$ cat src/design/tdsp_pkg.sv
package tdsp_pkg;

    // Sizes of the queue group and of the payload fields
    localparam int QUEUE_CNT      = 16;
    localparam int Q_IDX_W        = 4;
    localparam int Q_NUM_W        = 5;
    localparam int CNT_W          = 11;
    localparam int TAG_W          = 16;
    localparam int CFG_DATA_W     = 11;
    localparam logic [CNT_W-1:0] QUEUE_CAPACITY = CNT_W'(1024);

    // Register reset values
    localparam logic [Q_NUM_W-1:0] ACTIVE_RST = Q_NUM_W'(1);
    localparam logic [CNT_W-1:0]   THRESH_RST = CNT_W'(5);

    typedef enum logic [0:0] {
        OPC_DISPATCH = 1'b0,
        OPC_REQUEST  = 1'b1
    } t_opcode;

    typedef enum logic [0:0] {
        CFG_ACTIVE = 1'b0,
        CFG_THRESH = 1'b1
    } t_cfg_idx;

    typedef enum logic [2:0] {
        STAT_PLACED = 3'd0,
        STAT_FULL   = 3'd1,
        STAT_OWN    = 3'd2,
        STAT_STOLEN = 3'd3,
        STAT_NONE   = 3'd4
    } t_status;

    typedef enum logic [1:0] {
        ALU_CMP,
        ALU_INC,
        ALU_DEC
    } t_alu_op;

    typedef struct packed {
        t_alu_op          op;
        logic [CNT_W-1:0] a;
        logic [CNT_W-1:0] b;
    } t_alu_req;

    typedef struct packed {
        logic             ge;
        logic             gt;
        logic [CNT_W-1:0] res;
    } t_alu_rsp;

    typedef enum logic [3:0] {
        S_IDLE,
        S_D_WRAP,
        S_D_TEST,
        S_D_CHECK,
        S_D_INC,
        S_R_OWN,
        S_R_SCAN,
        S_R_END,
        S_R_DEC
    } t_state;

endpackage

$ cat src/design/tdsp_alu.sv
module tdsp_alu (
    input  tdsp_pkg::t_alu_req i_req,
    output tdsp_pkg::t_alu_rsp o_rsp
);
    import tdsp_pkg::*;

    // Compare the count against the operand and step it up or down
    always_comb begin
        o_rsp.ge = (i_req.a >= i_req.b);
        o_rsp.gt = (i_req.a > i_req.b);
        case (i_req.op)
            ALU_INC: o_rsp.res = i_req.a + CNT_W'(1);
            ALU_DEC: o_rsp.res = i_req.a - CNT_W'(1);
            default: o_rsp.res = i_req.a;
        endcase
    end

endmodule

$ cat src/design/tdsp_cnt_file.sv
module tdsp_cnt_file (
    input  logic                          i_clk,
    input  logic                          i_rst_n,
    input  logic [tdsp_pkg::Q_IDX_W-1:0]  i_rd_idx,
    output logic [tdsp_pkg::CNT_W-1:0]    o_rd_data,
    input  logic                          i_we,
    input  logic [tdsp_pkg::Q_IDX_W-1:0]  i_wr_idx,
    input  logic [tdsp_pkg::CNT_W-1:0]    i_wr_data
);
    import tdsp_pkg::*;

    logic [CNT_W-1:0] r_cnt [QUEUE_CNT];

    // Clear all occupancy counts at reset, update one per cycle when the write enable is high
    always_ff @(posedge i_clk) begin
        if (!i_rst_n) begin
            for (int k = 0; k < QUEUE_CNT; k++) begin
                r_cnt[k] <= '0;
            end
        end else if (i_we) begin
            r_cnt[i_wr_idx] <= i_wr_data;
        end
    end

    assign o_rd_data = r_cnt[i_rd_idx];

endmodule

$ cat src/design/task_dispatch_and_steal_policy.sv
// Task dispatch and work-steal policy for up to 16 worker queues. The block keeps an
// 11-bit occupancy count per queue and a round-robin pointer; each request on the input
// channel yields exactly one result. One count is read and one compare or increment or
// decrement is done per cycle by a single shared unit under a small sequencer. A dispatch
// steps through the wrap, test and check states and then, unless the chosen queue is
// full, an increment; a request served from the worker's own queue takes the own-queue
// check and a decrement; a steal takes the own-queue check, a scan of one count per cycle
// over the N active queues, an end step and, unless nothing can be taken, a decrement.
// Input ready is held low while a request is in progress; a finished result waits in the
// output register while the next request is accepted. Configuration writes are taken at
// any time (ready is always high) and must only be issued while idle.
module task_dispatch_and_steal_policy (
    input  logic                             i_clk,
    input  logic                             i_rst_n,
    // Request channel
    input  logic                             i_in_valid,
    output logic                             o_in_ready,
    input  logic                             i_opcode,
    input  logic [tdsp_pkg::Q_IDX_W-1:0]     i_worker_index,
    input  logic [tdsp_pkg::TAG_W-1:0]       i_task_tag,
    // Result channel
    output logic                             o_out_valid,
    input  logic                             i_out_ready,
    output logic [2:0]                       o_status,
    output logic [tdsp_pkg::Q_IDX_W-1:0]     o_queue_index,
    output logic [tdsp_pkg::TAG_W-1:0]       o_tag_out,
    output logic [tdsp_pkg::CNT_W-1:0]       o_queue_level,
    // Configuration write channel
    input  logic                             i_cfg_valid,
    output logic                             o_cfg_ready,
    input  logic [0:0]                       i_cfg_index,
    input  logic [tdsp_pkg::CFG_DATA_W-1:0]  i_cfg_data
);
    import tdsp_pkg::*;

    t_state             r_state, n_state;
    t_opcode            r_op;
    logic [Q_IDX_W-1:0] r_w;
    logic [TAG_W-1:0]   r_tag;
    logic [Q_IDX_W-1:0] r_ptr;
    logic [Q_IDX_W-1:0] r_q;
    logic [Q_IDX_W-1:0] r_i;
    logic [Q_IDX_W-1:0] r_best;
    logic [CNT_W-1:0]   r_best_cnt;
    logic               r_steal;
    logic [Q_NUM_W-1:0] r_active;
    logic [CNT_W-1:0]   r_thresh;

    logic               r_out_valid;
    t_status            r_out_status;
    logic [Q_IDX_W-1:0] r_out_qidx;
    logic [TAG_W-1:0]   r_out_tag;
    logic [CNT_W-1:0]   r_out_level;

    logic               in_acc;
    logic               out_free;
    logic [Q_NUM_W-1:0] grp_n;
    logic [Q_IDX_W-1:0] ptr_next;
    logic               scan_last;
    logic               w_in_grp;

    logic [Q_IDX_W-1:0] rd_idx;
    logic [CNT_W-1:0]   rd_data;
    logic               cnt_we;
    t_alu_req           alu_req;
    t_alu_rsp           alu_rsp;

    logic               emit_want;
    logic               emit;
    t_status            emit_status;
    logic [Q_IDX_W-1:0] emit_qidx;
    logic [TAG_W-1:0]   emit_tag;
    logic [CNT_W-1:0]   emit_level;

    tdsp_cnt_file u_cnt_file (
        .i_clk     (i_clk),
        .i_rst_n   (i_rst_n),
        .i_rd_idx  (rd_idx),
        .o_rd_data (rd_data),
        .i_we      (cnt_we),
        .i_wr_idx  (r_q),
        .i_wr_data (alu_rsp.res)
    );

    tdsp_alu u_alu (
        .i_req (alu_req),
        .o_rsp (alu_rsp)
    );

    // Handshakes
    assign o_in_ready = (r_state == S_IDLE);
    assign in_acc     = i_in_valid && o_in_ready;
    assign out_free   = !r_out_valid || i_out_ready;
    assign o_cfg_ready = 1'b1;

    // Clamp the group size to 1..QUEUE_CNT
    always_comb begin
        if (r_active == '0) begin
            grp_n = Q_NUM_W'(1);
        end else if (r_active > Q_NUM_W'(QUEUE_CNT)) begin
            grp_n = Q_NUM_W'(QUEUE_CNT);
        end else begin
            grp_n = r_active;
        end
    end

    assign ptr_next  = ((Q_NUM_W'(r_ptr) + Q_NUM_W'(1)) == grp_n) ? '0 : r_ptr + Q_IDX_W'(1);
    assign scan_last = (Q_NUM_W'(r_i) == grp_n - Q_NUM_W'(1));
    assign w_in_grp  = (Q_NUM_W'(r_w) < grp_n);

    // Next state
    always_comb begin
        n_state = r_state;
        unique case (r_state)
            S_IDLE: begin
                if (in_acc) begin
                    n_state = (t_opcode'(i_opcode) == OPC_DISPATCH) ? S_D_WRAP : S_R_OWN;
                end
            end
            S_D_WRAP:  n_state = S_D_TEST;
            S_D_TEST:  n_state = S_D_CHECK;
            S_D_CHECK: begin
                if (!alu_rsp.ge) begin
                    n_state = S_D_INC;
                end else if (out_free) begin
                    n_state = S_IDLE;
                end
            end
            S_D_INC: begin
                if (out_free) n_state = S_IDLE;
            end
            S_R_OWN: n_state = (w_in_grp && alu_rsp.gt) ? S_R_DEC : S_R_SCAN;
            S_R_SCAN: begin
                if (scan_last) n_state = S_R_END;
            end
            S_R_END: begin
                if (r_best_cnt != '0) begin
                    n_state = S_R_DEC;
                end else if (out_free) begin
                    n_state = S_IDLE;
                end
            end
            S_R_DEC: begin
                if (out_free) n_state = S_IDLE;
            end
            default: n_state = S_IDLE;
        endcase
    end

    // Control outputs: count select, shared unit operands, result fields
    always_comb begin
        rd_idx      = r_q;
        alu_req.op  = ALU_CMP;
        alu_req.b   = '0;
        emit_want   = 1'b0;
        emit_status = STAT_NONE;
        emit_qidx   = r_q;
        emit_tag    = '0;
        emit_level  = '0;
        cnt_we      = 1'b0;
        unique case (r_state)
            S_D_TEST: begin
                rd_idx    = r_ptr;
                alu_req.b = r_thresh;
            end
            S_D_CHECK: begin
                alu_req.b   = QUEUE_CAPACITY;
                emit_want   = alu_rsp.ge;
                emit_status = STAT_FULL;
                emit_tag    = r_tag;
                emit_level  = rd_data;
            end
            S_D_INC: begin
                alu_req.op  = ALU_INC;
                emit_want   = 1'b1;
                emit_status = STAT_PLACED;
                emit_tag    = r_tag;
                emit_level  = alu_rsp.res;
                cnt_we      = out_free;
            end
            S_R_OWN: begin
                rd_idx = r_w;
            end
            S_R_SCAN: begin
                rd_idx    = r_i;
                alu_req.b = r_best_cnt;
            end
            S_R_END: begin
                emit_want   = (r_best_cnt == '0);
                emit_status = STAT_NONE;
                emit_qidx   = '0;
            end
            S_R_DEC: begin
                alu_req.op  = ALU_DEC;
                emit_want   = 1'b1;
                emit_status = r_steal ? STAT_STOLEN : STAT_OWN;
                emit_level  = alu_rsp.res;
                cnt_we      = out_free;
            end
            default: begin
                rd_idx = r_q;
            end
        endcase
        alu_req.a = rd_data;
    end

    assign emit = emit_want && out_free;

    // Sequencer state
    always_ff @(posedge i_clk) begin
        if (!i_rst_n) begin
            r_state <= S_IDLE;
        end else begin
            r_state <= n_state;
        end
    end

    // Hold the request and advance the pointer, own-queue check and scan
    always_ff @(posedge i_clk) begin
        if (!i_rst_n) begin
            r_ptr <= '0;
        end else begin
            case (r_state)
                S_IDLE: begin
                    if (in_acc) begin
                        r_op  <= t_opcode'(i_opcode);
                        r_w   <= i_worker_index;
                        r_tag <= i_task_tag;
                    end
                end
                S_D_WRAP: begin
                    if (Q_NUM_W'(r_ptr) >= grp_n) r_ptr <= '0;
                end
                S_D_TEST: begin
                    if (alu_rsp.ge) begin
                        r_ptr <= ptr_next;
                        r_q   <= ptr_next;
                    end else begin
                        r_q <= r_ptr;
                    end
                end
                S_R_OWN: begin
                    r_q        <= r_w;
                    r_steal    <= 1'b0;
                    r_i        <= '0;
                    r_best     <= '0;
                    r_best_cnt <= '0;
                end
                S_R_SCAN: begin
                    if (alu_rsp.gt) begin
                        r_best     <= r_i;
                        r_best_cnt <= rd_data;
                    end
                    r_i <= r_i + Q_IDX_W'(1);
                end
                S_R_END: begin
                    r_q     <= r_best;
                    r_steal <= 1'b1;
                end
                default: begin
                    r_ptr <= r_ptr;
                end
            endcase
        end
    end

    // Configuration registers
    always_ff @(posedge i_clk) begin
        if (!i_rst_n) begin
            r_active <= ACTIVE_RST;
            r_thresh <= THRESH_RST;
        end else if (i_cfg_valid) begin
            unique case (t_cfg_idx'(i_cfg_index))
                CFG_ACTIVE: r_active <= i_cfg_data[Q_NUM_W-1:0];
                CFG_THRESH: r_thresh <= i_cfg_data[CNT_W-1:0];
                default:    r_active <= r_active;
            endcase
        end
    end

    // Output register: load a result, drop it once taken
    always_ff @(posedge i_clk) begin
        if (!i_rst_n) begin
            r_out_valid <= 1'b0;
        end else if (emit) begin
            r_out_valid <= 1'b1;
        end else if (i_out_ready) begin
            r_out_valid <= 1'b0;
        end
    end

    always_ff @(posedge i_clk) begin
        if (emit) begin
            r_out_status <= emit_status;
            r_out_qidx   <= emit_qidx;
            r_out_tag    <= emit_tag;
            r_out_level  <= emit_level;
        end
    end

    assign o_out_valid   = r_out_valid;
    assign o_status      = r_out_status;
    assign o_queue_index = r_out_qidx;
    assign o_tag_out     = r_out_tag;
    assign o_queue_level = r_out_level;

    // A count never goes past the queue capacity
    a_cnt_cap: assert property (@(posedge i_clk) disable iff (!i_rst_n)
        cnt_we |-> (alu_rsp.res <= QUEUE_CAPACITY))
        else $error("queue count written above capacity");

    // No result is produced in the cycle right after a request is taken
    a_no_early: assert property (@(posedge i_clk) disable iff (!i_rst_n)
        in_acc |=> !emit)
        else $error("result produced without sequencing");

    // Work-request results carry a zero tag
    a_req_tag: assert property (@(posedge i_clk) disable iff (!i_rst_n)
        (emit && (r_op == OPC_REQUEST)) |-> (emit_tag == '0))
        else $error("nonzero tag on work-request result");

    // A steal result never names a queue outside the active group
    a_steal_grp: assert property (@(posedge i_clk) disable iff (!i_rst_n)
        (emit && (emit_status == STAT_STOLEN)) |-> (Q_NUM_W'(emit_qidx) < grp_n))
        else $error("steal from inactive queue");

endmodule
$ cat config.mk
export PLATFORM = sky130hd
export DESIGN_NAME = task_dispatch_and_steal_policy
export DESIGN_NICKNAME = d
export VERILOG_FILES = /design/src/design/tdsp_pkg.sv /design/src/design/tdsp_alu.sv /design/src/design/tdsp_cnt_file.sv /design/src/design/task_dispatch_and_steal_policy.sv
export SDC_FILE = /design/constraint.sdc
export NUM_CORES = 1
export LEC_CHECK = 0
export BUFFER_PORTS_ARGS = -buffer_cell sky130_fd_sc_hd__buf_4
export CAP_MARGIN = 10
export CORE_MARGIN = 8
export CORE_UTILIZATION = 60
export CTS_BUF_LIST = sky130_fd_sc_hd__clkbuf_4 sky130_fd_sc_hd__clkbuf_8
export DETAILED_ROUTE_END_ITERATION = 8
export MAX_ROUTING_LAYER = met4
export PLACE_DENSITY = 0.78
export SLEW_MARGIN = 10
export SYNTH_ARGS = -nofsm -noshare
export SYNTH_HDL_FRONTEND = slang
export SYNTH_HIERARCHICAL = 1
export SYNTH_SLANG_ARGS = --single-unit
$ cat constraint.sdc
create_clock -name i_clk -period 11.8 [get_ports i_clk]
set_clock_uncertainty 0.05 [all_clocks]
set_input_delay 1.18 -clock i_clk [delete_from_list [all_inputs] [get_ports i_clk]]
set_output_delay 1.18 -clock i_clk [all_outputs]
set_load 0.01 [all_outputs]
== Word-level counts from Yosys, hierarchy flattened ==
Memory sizes are Yosys's and may differ from the RTL's.
Cells that the tools add are included.

* Output and inout bits: 37
* Register bits after elaboration: 103
* Logic and storage cells: 110
* Memories: 1
* Bits in writable memories: 176
* Input port bits: 38

{| class="wikitable"
|+ Memories
! memory !! depth !! width !! read ports !! clocked after memory_dff !! write ports !! RTL line !! text
|-
| u_cnt_file.r_cnt || 16 || 11 || 1 || 0 || 16 || tdsp_cnt_file.sv:12 || <nowiki>logic [CNT_W-1:0] r_cnt [QUEUE_CNT];</nowiki>
|}

* Reductions and logical operators: 26
* Mux-type cells: 39
* $lt $le $gt $ge: 5
* Eq/ne operators: 16
* Bitwise operators: 1
* $add $sub $neg: 6

{| class="wikitable"
|+ Operators by type and width
! operator !! number
|-
| $pmux 11 s2 || 3
|-
| $mux 4 || 11
|-
| $pmux 11 s3 || 1
|-
| $pmux 4 s8 || 1
|-
| $pmux 4 s2 || 3
|-
| $pmux 4 s3 || 2
|-
| $mux 11 || 2
|-
| $eq 4x3->1 const B || 4
|-
| $reduce_and 2->1 || 7
|-
| $add 11x1->11 const B || 1
|-
| $ge 11x11->1 || 1
|-
| $gt 11x11->1 || 1
|-
| $logic_not 11->1 || 1
|-
| $reduce_bool 11->1 || 1
|-
| $reduce_or 11->1 || 1
|-
| $sub 11x1->11 const B || 1
|-
| $mux 5 || 2
|-
| $mux 1 || 9
|-
| $pmux 3 s3 || 1
|-
| $add 4x1->4 const B || 2
|-
| $eq 4x2->1 const B || 2
|-
| $reduce_bool 2->1 || 4
|-
| $ne 2x2->1 const B || 3
|-
| $reduce_and 3->1 || 2
|-
| other kinds (24) || 27
|}

== Logic depth before layout (Yosys ltp) ==
Gate-level depths: netlist of the first run.

* Word-level depth: 8
* Mapped depth: 25

== By module ==
The synthesis of the first run kept the hierarchy.

{| class="wikitable"
|+ By module, submodules not included
! module !! instances !! cells an instance !! area an instance (um2) !! sequential area each (um2)
|-
| tdsp_cnt_file || 1 || 515 || 8134.1 || 5285.1
|-
| task_dispatch_and_steal_policy || 1 || 426 || 4973.5 || 2842.7
|-
| tdsp_alu || 1 || 141 || 1021.0 || 0.0
|}

== Least setup slack after synthesis of the first run ==
No wires, ideal clock.

* Kind: reg-to-reg
* Start point: register r_state[0]
* End point: register r_out_qidx[0] (netlist: o_queue_index[0]) (enable)
* Library setup time: 0.425 ns
* Clock period less this slack: 5.904 ns
* Stages on the path, launching flop included: 23
* Arrival time: 5.429 ns
* Buffers on the path: 4
* Slack: 5.896 ns
* Cells stage by stage: dfxtp_1 > buf_2 > nand2b_1 > nor2_1 > nor2_1 > a221o_1 > buf_6 > buf_8 > mux4_2 > a22oi_1 > nand2_1 > ha_1 > a21o_1 > a21o_1 > a21oi_1 > nor2b_1 > a221o_1 > nand2b_1 > clkbuf_1 > nand2_1 > o211ai_1 > inv_1 > nor2_1

{| class="wikitable"
|+ RTL lines
! what !! RTL line !! text
|-
| start: declaration || task_dispatch_and_steal_policy.sv:36 || <nowiki>t_state r_state, n_state;</nowiki>
|-
| start signal: assignment || task_dispatch_and_steal_policy.sv:214 || <nowiki>r_state <= n_state;</nowiki>
|-
| end signal: assignment || task_dispatch_and_steal_policy.sv:295 || <nowiki>r_out_qidx <= emit_qidx;</nowiki>
|-
| end: declaration || task_dispatch_and_steal_policy.sv:51 || <nowiki>logic [Q_IDX_W-1:0] r_out_qidx;</nowiki>
|}

==> metrics.md, run 1 <==
| Metric | Value |
|---|---|
| Row cnt | 56 |
| Final worst slack | between 4 and 5 ns |
| Hold_sp | r_thresh[0] |
| Busiest grt layer | met2 |
| Final Non-Filler Cells | 1,504 |
| Synth warn | 6 |
| CP startpoint | r_state[0] |
| Vias per cell | 6.009 |
| Routing usage on met2 | 38.05% |
| Post-Synth Simple-Gate Area | around 18% |
| CTS clk-pin slew, worst paths | 0.06 ns |
| H-tree levels | 2 |
| Share of cells above drive strength 1 | 19.24% |
| Crit path capture type | flip-flop |
| Max Clk Rate | about 140 MHz |
| Final worst path period need | about 7 ns |
| DP HPWL | roughly 23 mm |
| Die height | 169.5 um |
| Post-synth ARST share | 0% |
| Post-Syn Area | around 0.014 sq mm |
| Worst Path Class, Setup | reg -> reg |
| WL final | 33.67 mm |
| Clock sinks | 279 |
| Hold Buf Count CTS | 0 |
| Outcome | finished clean |
| Post-cts repair resize count | 0 |
| Die width | 169.5 um |
| Crit path DAT | just over 7 ns |
| Leakage | 0.005941 uW |
| Largest cells by area after synthesis | edfxtp_1 54%, and2_1 8.8%, mux4_1 3.9%, mux4_2 3.7%, dfxtp_1 3.5% |
| Fill count | 1,686 |
| Largest net degree at the start of global routing | 48 |
| Mean Syn Cell Area | ~13 sq um |
| Grt ovf | 0 |
| Cells after Synth | ~1,100 |
| Critical path launch point type | flip-flop |
| Final ANT Viol Nets | 0 |
| Post-route cell area | about 0.016 sq mm |
| DR iter-0 viols | between 800 and 900 |
| Placed Area | 0.01485 sq mm |
| CTS tree | done |
| Initial core utilization | 60.74% |
| Multiplexer area fraction after synthesis | 9.502% |
| CP required | approximately 12 ns |
| Worst-Skew Late Latency | roughly 0.57 ns |
| Power Density | 203.8 mW/mm^2 |
| Die area | 0.02871 sq mm |
| Placed Cells incl. Taps | about 1,400 |
| Leading area contributor after synthesis | edfxtp_1 |
| Gr usage total | 24.11% |
| Core area | 0.02326 sq mm |
| CP max FO | 36 |
| Critical R2R Launch | r_state[0] |
| Actual slew at the worst max-slew pin | 1.199 ns |
| Final period util | between 60% and 70% |
| Post-Synth Adder-Cell Area | 2.125% |
| First-pass GRT wire length | 51.32 mm |
| Sequential share of the synthesized area | between 50 and 60% |
| Vias in the first global route | 8,976 |
| Met1 usage | 30.04% |
| Unrepaired setup endpoints after global routing | false |
| Postcts setup bufs | 0 |
| Vias | roughly 9,000 |
| Worst min-delay path class | reg -> reg |
| Synth Register Bits | roughly 280 |
| Number of synthesized flops with an enable pin | around 250 |
| Post-synthesis compound-gate area fraction | between 7 and 8% |
| Root Buffer | clkbuf_8 |
| Drt wl/cell | roughly 22 um |
| DRT Pass-1 Iters | 5 |
| Multi-input logic area | 0.005485 sq mm |
| Register Area | 0.008128 sq mm |
| Final setup fails | 0 |
| RePlAce Congestion | about 0.9 |
| Synth cell types | 85 |
| Largest family of logic cells by synthesized area | simple AND/OR/NAND/NOR gates |
| Max-slew violation count | 0 |
| Num CTS Buffers | 45 |
| Grt met3 use | 4.699% |
| Port bufs | 73 |
| Worst VDD drop | 134.5 uV |
| Max_cap viols | 0 |
| DP Worst Slack | 4.843 ns |
| Final Hold Fails | 0 |
| IO Count | 75 |
| Setup TNS | 0 ns |
| Post-synthesis xor/xnor area fraction | 1.399% |
| ANT cells | 0 |
| Post-Syn Nets | about 1,100 |
| Layout net count | 1,210 |
| Layout overhead on the synthesized area | 11.76% |
| Clock Path Buffers | 3 |
| Synth top area share | 53.99% |
| Main synth FF type | edfxtp_1 |
| Antenna violations before repair | 0 |
| Drt drc | 0 |
| Slew headroom | 19.81% |
## per-stage QoR
stage | hold WS, ns | utilization [%] | power (uW)
after CTS | 0.4297 | 67.88 | 3216
after global routing | 0.4509 | 67.88 | 3355
after floorplan | 0.3898 | - | 2012
after detailed placement | 0.4214 | 63.83 | 2343
after global placement | 0.4167 | 63.83 | 2322
final | 0.4232 | 67.88 | 3218
## cell families (layout without fill, tap and decap cells)
| family | after synthesis | in the layout |
|---|---|---|
| multiplexers | 71 | 71 |
| AND/OR/NAND/NOR | 434 | 434 |
| other | 1 | 1 |
| adder cells (fa/ha/maj) | 24 | 24 |
| XOR/XNOR | 21 | 21 |
| buffers and inverters | 104 | 207 |
| flip-flops | 279 | 279 |
| AO/OA/AOI/OAI | 148 | 148 |
## area by class of cell
type / count / share of cell area, %
Sequential cell: 279 / 51.47
Multi-Input combinational cell: 699 / 34.74
Clock buffer: 61 / 4.762
Timing Repair Buffer: 100 / 4.754
Tap cell: 319 / 2.528
Clock inverter: 23 / 1.197
Inverter: 23 / 0.5468
## placed cells by master (no fill, tap or decap), types with 24 or more instances in the layout
| master | instances |
|---|---|
| nand2_1 | 53 |
| dfxtp_1 | 25 |
| nor2b_1 | 33 |
| and2_1 | 199 |
| a22oi_1 | 24 |
| edfxtp_1 | 254 |
| o21ai_0 | 28 |
| nor2_1 | 60 |
| ha_1 | 24 |
| buf_4 | 100 |
| clkbuf_8 | 47 |
| mux2i_1 | 25 |
## path summary, 6_finish.rpt
path | endpoint | slack [ns] | cells past startpoint
worst min-delay path | r_thresh[0] | 0.42 | 2
worst max register to register | o_tag_out[3] | 4.72 | 19
worst max-delay path | o_tag_out[3] | 4.72 | 19
worst min register to register | r_thresh[0] | 0.42 | 2
## critical path, cell delays in order (launching register included)
cell      delay (ns)
dfxtp_1         0.59
or3b_1          0.66
inv_1           0.13
nor2_1          0.24
a221o_2         0.42
buf_4           0.64
mux4_1          0.65
a22oi_1         0.27
nand2_1         0.32
ha_1            0.41
nor2b_1         0.13
o21a_1          0.11
o21a_1          0.10
o21ai_0         0.08
a221o_1         0.32
nand2b_1        0.31
nand2_1         0.10
o211ai_1        0.17
inv_1           0.12
nor2_4          0.83
## state kept, by name (all words and copies together) (netlist names), 3 cells and up
register / count
r_best: 4
o_status: 3
o_queue_level: 11
r_state: 4
r_q: 4
r_w: 4
r_active: 5
r_thresh: 11
r_best_cnt: 11
r_i: 4
r_tag: 16
o_queue_index: 4
r_ptr: 4
u_cnt_file/r_cnt: 176
o_tag_out: 16
## cells in the mapped netlist, types with 3 or more instances
library cell	number
xor2_1	11
a21o_1	5
nor3_1	9
nor4_1	3
a21boi_0	9
a211oi_1	3
nand2_1	53
buf_4	6
nor2_1	61
a221o_1	5
buf_2	18
xnor2_1	9
a22o_1	11
a32oi_1	3
nor2b_1	33
o21ai_0	28
a311oi_1	4
and2b_1	5
nand3_1	12
and2_1	199
dfxtp_1	25
o211ai_1	4
buf_6	10
and3_1	5
a22oi_1	24
a31oi_1	8
nand4_1	4
nand4b_1	3
inv_1	23
nand3b_1	3
mux4_1	21
mux4_2	23
ha_1	24
nand2b_1	12
nor4b_1	3
a21oi_1	15
mux2i_1	25
edfxtp_1	254
clkbuf_1	37
or3_1	4
o21a_1	7
clkbuf_2	5
## power breakdown
group          internal (uW)  total [uW]  switching (uW)
combinational            391        1120             732
sequential              1180        1220            47.1
clock                    484         870             386
## layer usage
metal / wire length [um] / share of wire, %
met5: 0 / 0
met4: 1212 / 3.6
met3: 2670 / 7.9
met2: 15920 / 47
met1: 13870 / 41
(Power assumes the default switching activity.)
==> run 2, diff against run 1 <==
==> constraint.sdc (replaced) <==
create_clock -name i_clk -period 6.8 [get_ports i_clk]
set_clock_uncertainty 0.05 [all_clocks]
set_input_delay 0.68 -clock i_clk [delete_from_list [all_inputs] [get_ports i_clk]]
set_output_delay 0.68 -clock i_clk [all_outputs]
set_load 0.01 [all_outputs]
==> run 2 against run 1 <==
Net effect:
- sequential power increased by 74%
- non-clock buffer count is 16 higher
- global-route usage up 0.91 points
- highest routed layer unchanged
- via count increased by 1.7%
- core utilization increased by 0.49 points
- total power up 76%
- register-to-register slack worse by 3.9 ns
- combinational power rose by 82%
- design area increased by 0.72%
- largest cell class unchanged
==> metrics.md, run 2 (synthesis gave the netlist of run 1 again) <==
| Metric | Value |
|---|---|
| Outcome | finished clean |
| Met1 usage | 30.97% |
| Slowest cell on crit path | a221o_2 |
| Initial core utilization | between 60% and 70% |
| Commonest non-fill, non-tap cell in the layout | edfxtp_1 |
| IO Count | 75 |
| Most used cell, CP | buf_4 |
| Register Area | roughly 0.0081 sq mm |
| Crit path DAT | approximately 6.2 ns |
| Power share of the sequential group | 37.5% |
| Crit path capture type | flip-flop |
| Post-cts repair resize count | 0 |
| Max reg flops | approximately 180 |
| Max_cap viols | 0 |
| Worst min-delay path class | in -> reg |
| DP HPWL | 23.47 mm |
| Worst-Skew Late Latency | between 0.5 and 0.6 ns |
| Largest net degree at the start of global routing | between 40 and 50 |
| Row cnt | between 50 and 60 |
| WP buf/inv | 5 |
| Drt drc | 0 |
| Antenna violations before repair | 0 |
| Die area | 0.02871 sq mm |
| CP required | 6.97 ns |
| Unrepaired setup endpoints after global routing | false |
| Worst Path Class, Setup | reg -> reg |
| Grt ovf | 0 |
| Vias | 9,189 |
| CP max FO | 27 |
| Fill count | roughly 1,700 |
| DRT Pass-1 Iters | 5 |
| CTS clk-pin slew, worst paths | 0.06 ns |
| Routing usage on met2 | 39.87% |
| Die height | 169.5 um |
| Port bufs | 73 |
| CTS tree | done |
| Final worst path period need | 5.984 ns |
| Net Sw Frac | 35.91% |
| DR iter-0 viols | 799 |
| RePlAce Congestion | around 0.95 |
| Busiest grt layer | met2 |
| Num CTS Buffers | 47 |
| Top Family by Delay on Critical Path | compound AO/OA/AOI/OAI gates |
| Final Hold Fails | 0 |
| Post-route core utilization | approximately two thirds |
| Postcts setup bufs | 0 |
| Die width | 169.5 um |
| Max stage delay on crit path | 0.70 ns |
| Clock sinks | 279 |
| Grt met3 use | around 5.6% |
| Root Buffer | clkbuf_8 |
| Vias in the first global route | 9,252 |
| Actual slew at the worst max-slew pin | 1.198 ns |
| Core area | roughly 0.023 sq mm |
| Register bank with the most flops | u_cnt_file/r_cnt |
| Critical path launch point type | flip-flop |
| Comb pwr share | 36.1% |
| Hold Buf Count CTS | 0 |
| Commonest cells after routing, fill and taps aside | 254 x edfxtp_1, 199 x and2_1, 115 x buf_4 |
| Drt wl/cell | approximately 23 um |
| Power Density | 355.3 mW/mm^2 |
| Clock Power Share | 26.4% |
| Max Clk Rate | 167.1 MHz |
| CP Cell Sequence | or3b_1, buf_4, inv_1, nor2_1, a221o_2, buf_4, mux4_2, a22oi_1, nand2_1, ha_1, a21oi_1, nor2b_1, a221o_1, nand2b_1, nand2_1, o211ai_1, inv_1, nor2_4, buf_4 |
| Worst VDD drop | 206.8 uV |
| Max-slew violation count | 0 |
| Layout overhead on the synthesized area | 12.57% |
| Vias per cell | between 6 and 7 |
| H-tree levels | 2 |
| Leakage | 0.006001 uW |
| Share of cells above drive strength 1 | roughly 20% |
| First-pass GRT wire length | 53.21 mm |
| Final period util | about 88% |
| Internal | around 3600 uW |
| Final setup fails | 0 |
| Layout net count | ~1,200 |
| Net Switching | 2029 uW |
| ANT cells | 0 |
| Slew headroom | 20.00% |
| Setup TNS | 0 ns |
| Final ANT Viol Nets | 0 |
| Gr usage total | between 20% and 30% |
| WL final | 34.66 mm |
| Multi-input logic area | 0.005478 sq mm |
| Clock Path Buffers | 3 |
==> run 2: cell types whose count changed in the layout (fill, tap and decap cells not counted), moves of 2 or more <==
cell      previous run  this run
buf_4              100       115
clkbuf_8            47        49
clkinv_2             9         2
clkbuf_4            14        19
xnor2_2              3         1
xnor2_1              6         8
==> run 2: stage by stage <==
step	std cells	hold slack (ns)	setup WS, ns	cell area [sq um]	total power (uW)
floorplan	1082	0.3898	0.8959	14130	3491
global placement	1436	0.4169	1.095	14970	4123
detailed placement	1436	0.4211	0.9811	14970	4155
CTS	1518	0.2299	0.9477	15900	5649
global route	1518	0.2371	0.5800	15900	5892
finish	1518	0.2640	0.8163	15900	5650
==> run 2: area by class of cell <==
cell class	instances	share of cell area [%]
inverters	23	0.5428
clock inverters	14	0.7080
repair buffers	116	5.554
multi-input cells	699	34.44
clock buffers	68	5.137
well taps	319	2.510
flip-flops and latches	279	51.11
==> run 2: worst paths after layout <==
kind | start | slack, ns | end | cells past startpoint
worst min register to register | r_thresh[1] | 0.43 | r_thresh[1] | 2
worst max register to register | r_state[0] | 0.82 | o_queue_index[3] | 19
worst max-delay path | r_state[0] | 0.82 | o_queue_index[3] | 19
worst min-delay path | i_task_tag[3] | 0.26 | r_tag[3] | 1
==> run 2: power groups by stage <==
| stage | sequential [uW] | combinational [uW] | clock [uW] |
|---|---|---|---|
| final | 2120 | 2040 | 1490 |
| after global routing | 2130 | 2170 | 1580 |
| after CTS | 2120 | 2010 | 1520 |
| after detailed placement | 2150 | 2000 | 0 |
| after global placement | 2150 | 1970 | 0 |
| after floorplan | 2140 | 1350 | 0 |
==> run 2: routing by layer <==
layer	vias up	share of wire, %
li1	4168	-
met1	4500	41
met2	445	48
met3	76	8.6
met4	0	3.2
met5	-	0
==> run 3, diff against run 2 <==
--- a/config.mk
+++ b/config.mk
@@ -9,7 +9,7 @@
 export CAP_MARGIN = 10
 export CORE_MARGIN = 8
 export CORE_UTILIZATION = 60
-export CTS_BUF_LIST = sky130_fd_sc_hd__clkbuf_4 sky130_fd_sc_hd__clkbuf_8
+export CTS_BUF_LIST = sky130_fd_sc_hd__clkbuf_4
 export DETAILED_ROUTE_END_ITERATION = 8
 export MAX_ROUTING_LAYER = met4
 export PLACE_DENSITY = 0.78
==> run 3 against run 2 <==
Net effect:
- setup slack better by 0.078 ns
- via count rose by 1.8%
- wire length rose by 0.40%
- global-route usage increased by 0.40 points
- die area stayed put
==> metrics.md, run 3 (synthesis gave the netlist of run 1 again) <==
| Metric | Value |
|---|---|
| Final ANT Viol Nets | 0 |
| IO Count | 75 |
| CTS tree | done |
| Placed Cells incl. Taps | 1,436 |
| Worst VDD drop | 228.3 uV |
| Max reg flops | 176 |
| CP max FO | 27 |
| Num CTS Buffers | 73 |
| Gr usage total | 25.42% |
| Setup TNS | 0 ns |
| Worst min-delay path class | in -> reg |
| WHS Path Cells | 1 |
| Die area | ~0.029 sq mm |
| Layout overhead on the synthesized area | 13.27% |
| Postcts setup bufs | 0 |
| Critical path launch point type | flip-flop |
| Final worst path period need | 5.906 ns |
| Unrepaired setup endpoints after global routing | false |
| Leakage | 0.006107 uW |
| Worst Path Class, Setup | reg -> reg |
| Crit path DAT | 6.21 ns |
| Commonest non-fill, non-tap cell in the layout | edfxtp_1 |
| Clock sinks | ~280 |
| RePlAce Congestion | 0.9506 |
| DRT Pass-1 Iters | 5 |
| Largest net degree at the start of global routing | 48 |
| Clock Path Buffers | 3 |
| Antenna violations before repair | 1 |
| Layout net count | 1,254 |
| CTS clk-pin slew, worst paths | 0.07 ns |
| Drt drc | 0 |
| Actual slew at the worst max-slew pin | between 1 and 1.5 ns |
| Commonest cells after routing, fill and taps aside | 254 x edfxtp_1, 199 x and2_1, 115 x buf_4 |
| Multi-input logic area | 0.005478 sq mm |
| Die height | 169.5 um |
| WL final | approximately 35 mm |
| Row cnt | 56 |
| Worst-Skew Late Latency | 0.71 ns |
| Vias | 9,358 |
| Final setup fails | 0 |
| Vias per cell | just under 6 |
| Initial core utilization | around 61% |
| Crit path capture type | flip-flop |
| Vias in the first global route | 9,397 |
| Outcome | finished clean |
| Die width | 169.5 um |
| Final period util | 86.85% |
| CP required | 7.10 ns |
| DP HPWL | 23.47 mm |
| Core area | 0.02326 sq mm |
| H-tree levels | 3 |
| DR iter-0 viols | 823 |
| Hold Buf Count CTS | 0 |
| Grt ovf | 0 |
| Drt wl/cell | 22.15 um |
| Register Area | around 0.0081 sq mm |
| Root Buffer | clkbuf_4 |
| Post-cts repair resize count | 0 |
| Power Density | approximately 360 mW/mm^2 |
| R2r worst-path depth | 19 |
| Register bank with the most flops | u_cnt_file/r_cnt |
| Slew headroom | 25.06% |
| Fill count | 1,732 |
| Max_cap viols | 0 |
| Max-slew violation count | 0 |
| Final Non-Filler Cells | 1,571 |
| First-pass GRT wire length | 53.86 mm |
| Final Hold Fails | 0 |
| Max Clk Rate | 169.3 MHz |
| Share of cells above drive strength 1 | 22.92% |
| Port bufs | 73 |
==> run 3: power by group <==
| group | switching [uW] | internal, uW | total, uW |
|---|---|---|---|
| logic | 1300 | 736 | 2030 |
| registers | 78.0 | 2040 | 2120 |
| clock network | 683 | 901 | 1580 |
| total | 2060 | 3680 | 5730 |
==> run 3: layout make-up <==
type,instances,share of cell area (%)
Clock inverter,19,1.110
Tap cell,319,2.494
Clock buffer,112,5.254
Sequential cell,279,50.79
Multi-Input combinational cell,699,34.23
Antenna cell,4,0.06255
Inverter,23,0.5395
Timing Repair Buffer,116,5.520
==> run 3: path summary, 6_finish.rpt <==
| path | from | endpoint | slack, ns |
|---|---|---|---|
| setup / recovery | r_state[0] | o_tag_out[8] | 0.89 |
| hold reg to reg | r_thresh[1] | r_thresh[1] | 0.42 |
| hold / removal | i_task_tag[9] | r_tag[9] | 0.11 |
| setup reg to reg | r_state[0] | o_tag_out[8] | 0.89 |
==> run 3: routing by layer <==
| layer | GRT usage [%] | wire [um] | up-vias | part of all wire (%) |
|---|---|---|---|---|
| met4 | 10.31 | 1044 | 0 | 3.0 |
| li1 | - | - | 4267 | - |
| met1 | 31.28 | 14040 | 4595 | 40 |
| met5 | - | 0 | - | 0 |
| met2 | 40.45 | 16820 | 414 | 48 |
| met3 | 5.722 | 2889 | 82 | 8.3 |
==> run 3: critical path, cell delays in order (launching register included) <==
cell and delay (ns):
dfxtp_1 0.58, or3b_1 0.19, buf_4 0.24, inv_1 0.09, nor2_1 0.24, a221o_2 0.68, buf_4 0.37, mux4_2 0.34
a22oi_1 0.31, nand2_1 0.35, ha_1 0.44, a21oi_1 0.10, nor2b_1 0.14, a221o_1 0.33, nand2b_1 0.26, nand2_1 0.09
o211ai_1 0.19, inv_1 0.12, nor2_4 0.15, buf_4 0.29
==> run 3: per-stage QoR <==
step	worst slack, ns	total power [uW]	hold WS [ns]	instance area, sq um	util, %
4_1_cts	0.9690	5757	0.05336	15990	68.75
6_report	0.8939	5735	0.1102	16000	68.79
3_5_place_dp	0.9811	4155	0.4211	14970	64.37
5_1_grt	0.6076	6005	0.06755	16000	68.79
2_1_floorplan	0.8959	3491	0.3898	14130	-
3_3_place_gp	1.095	4123	0.4169	14970	64.34
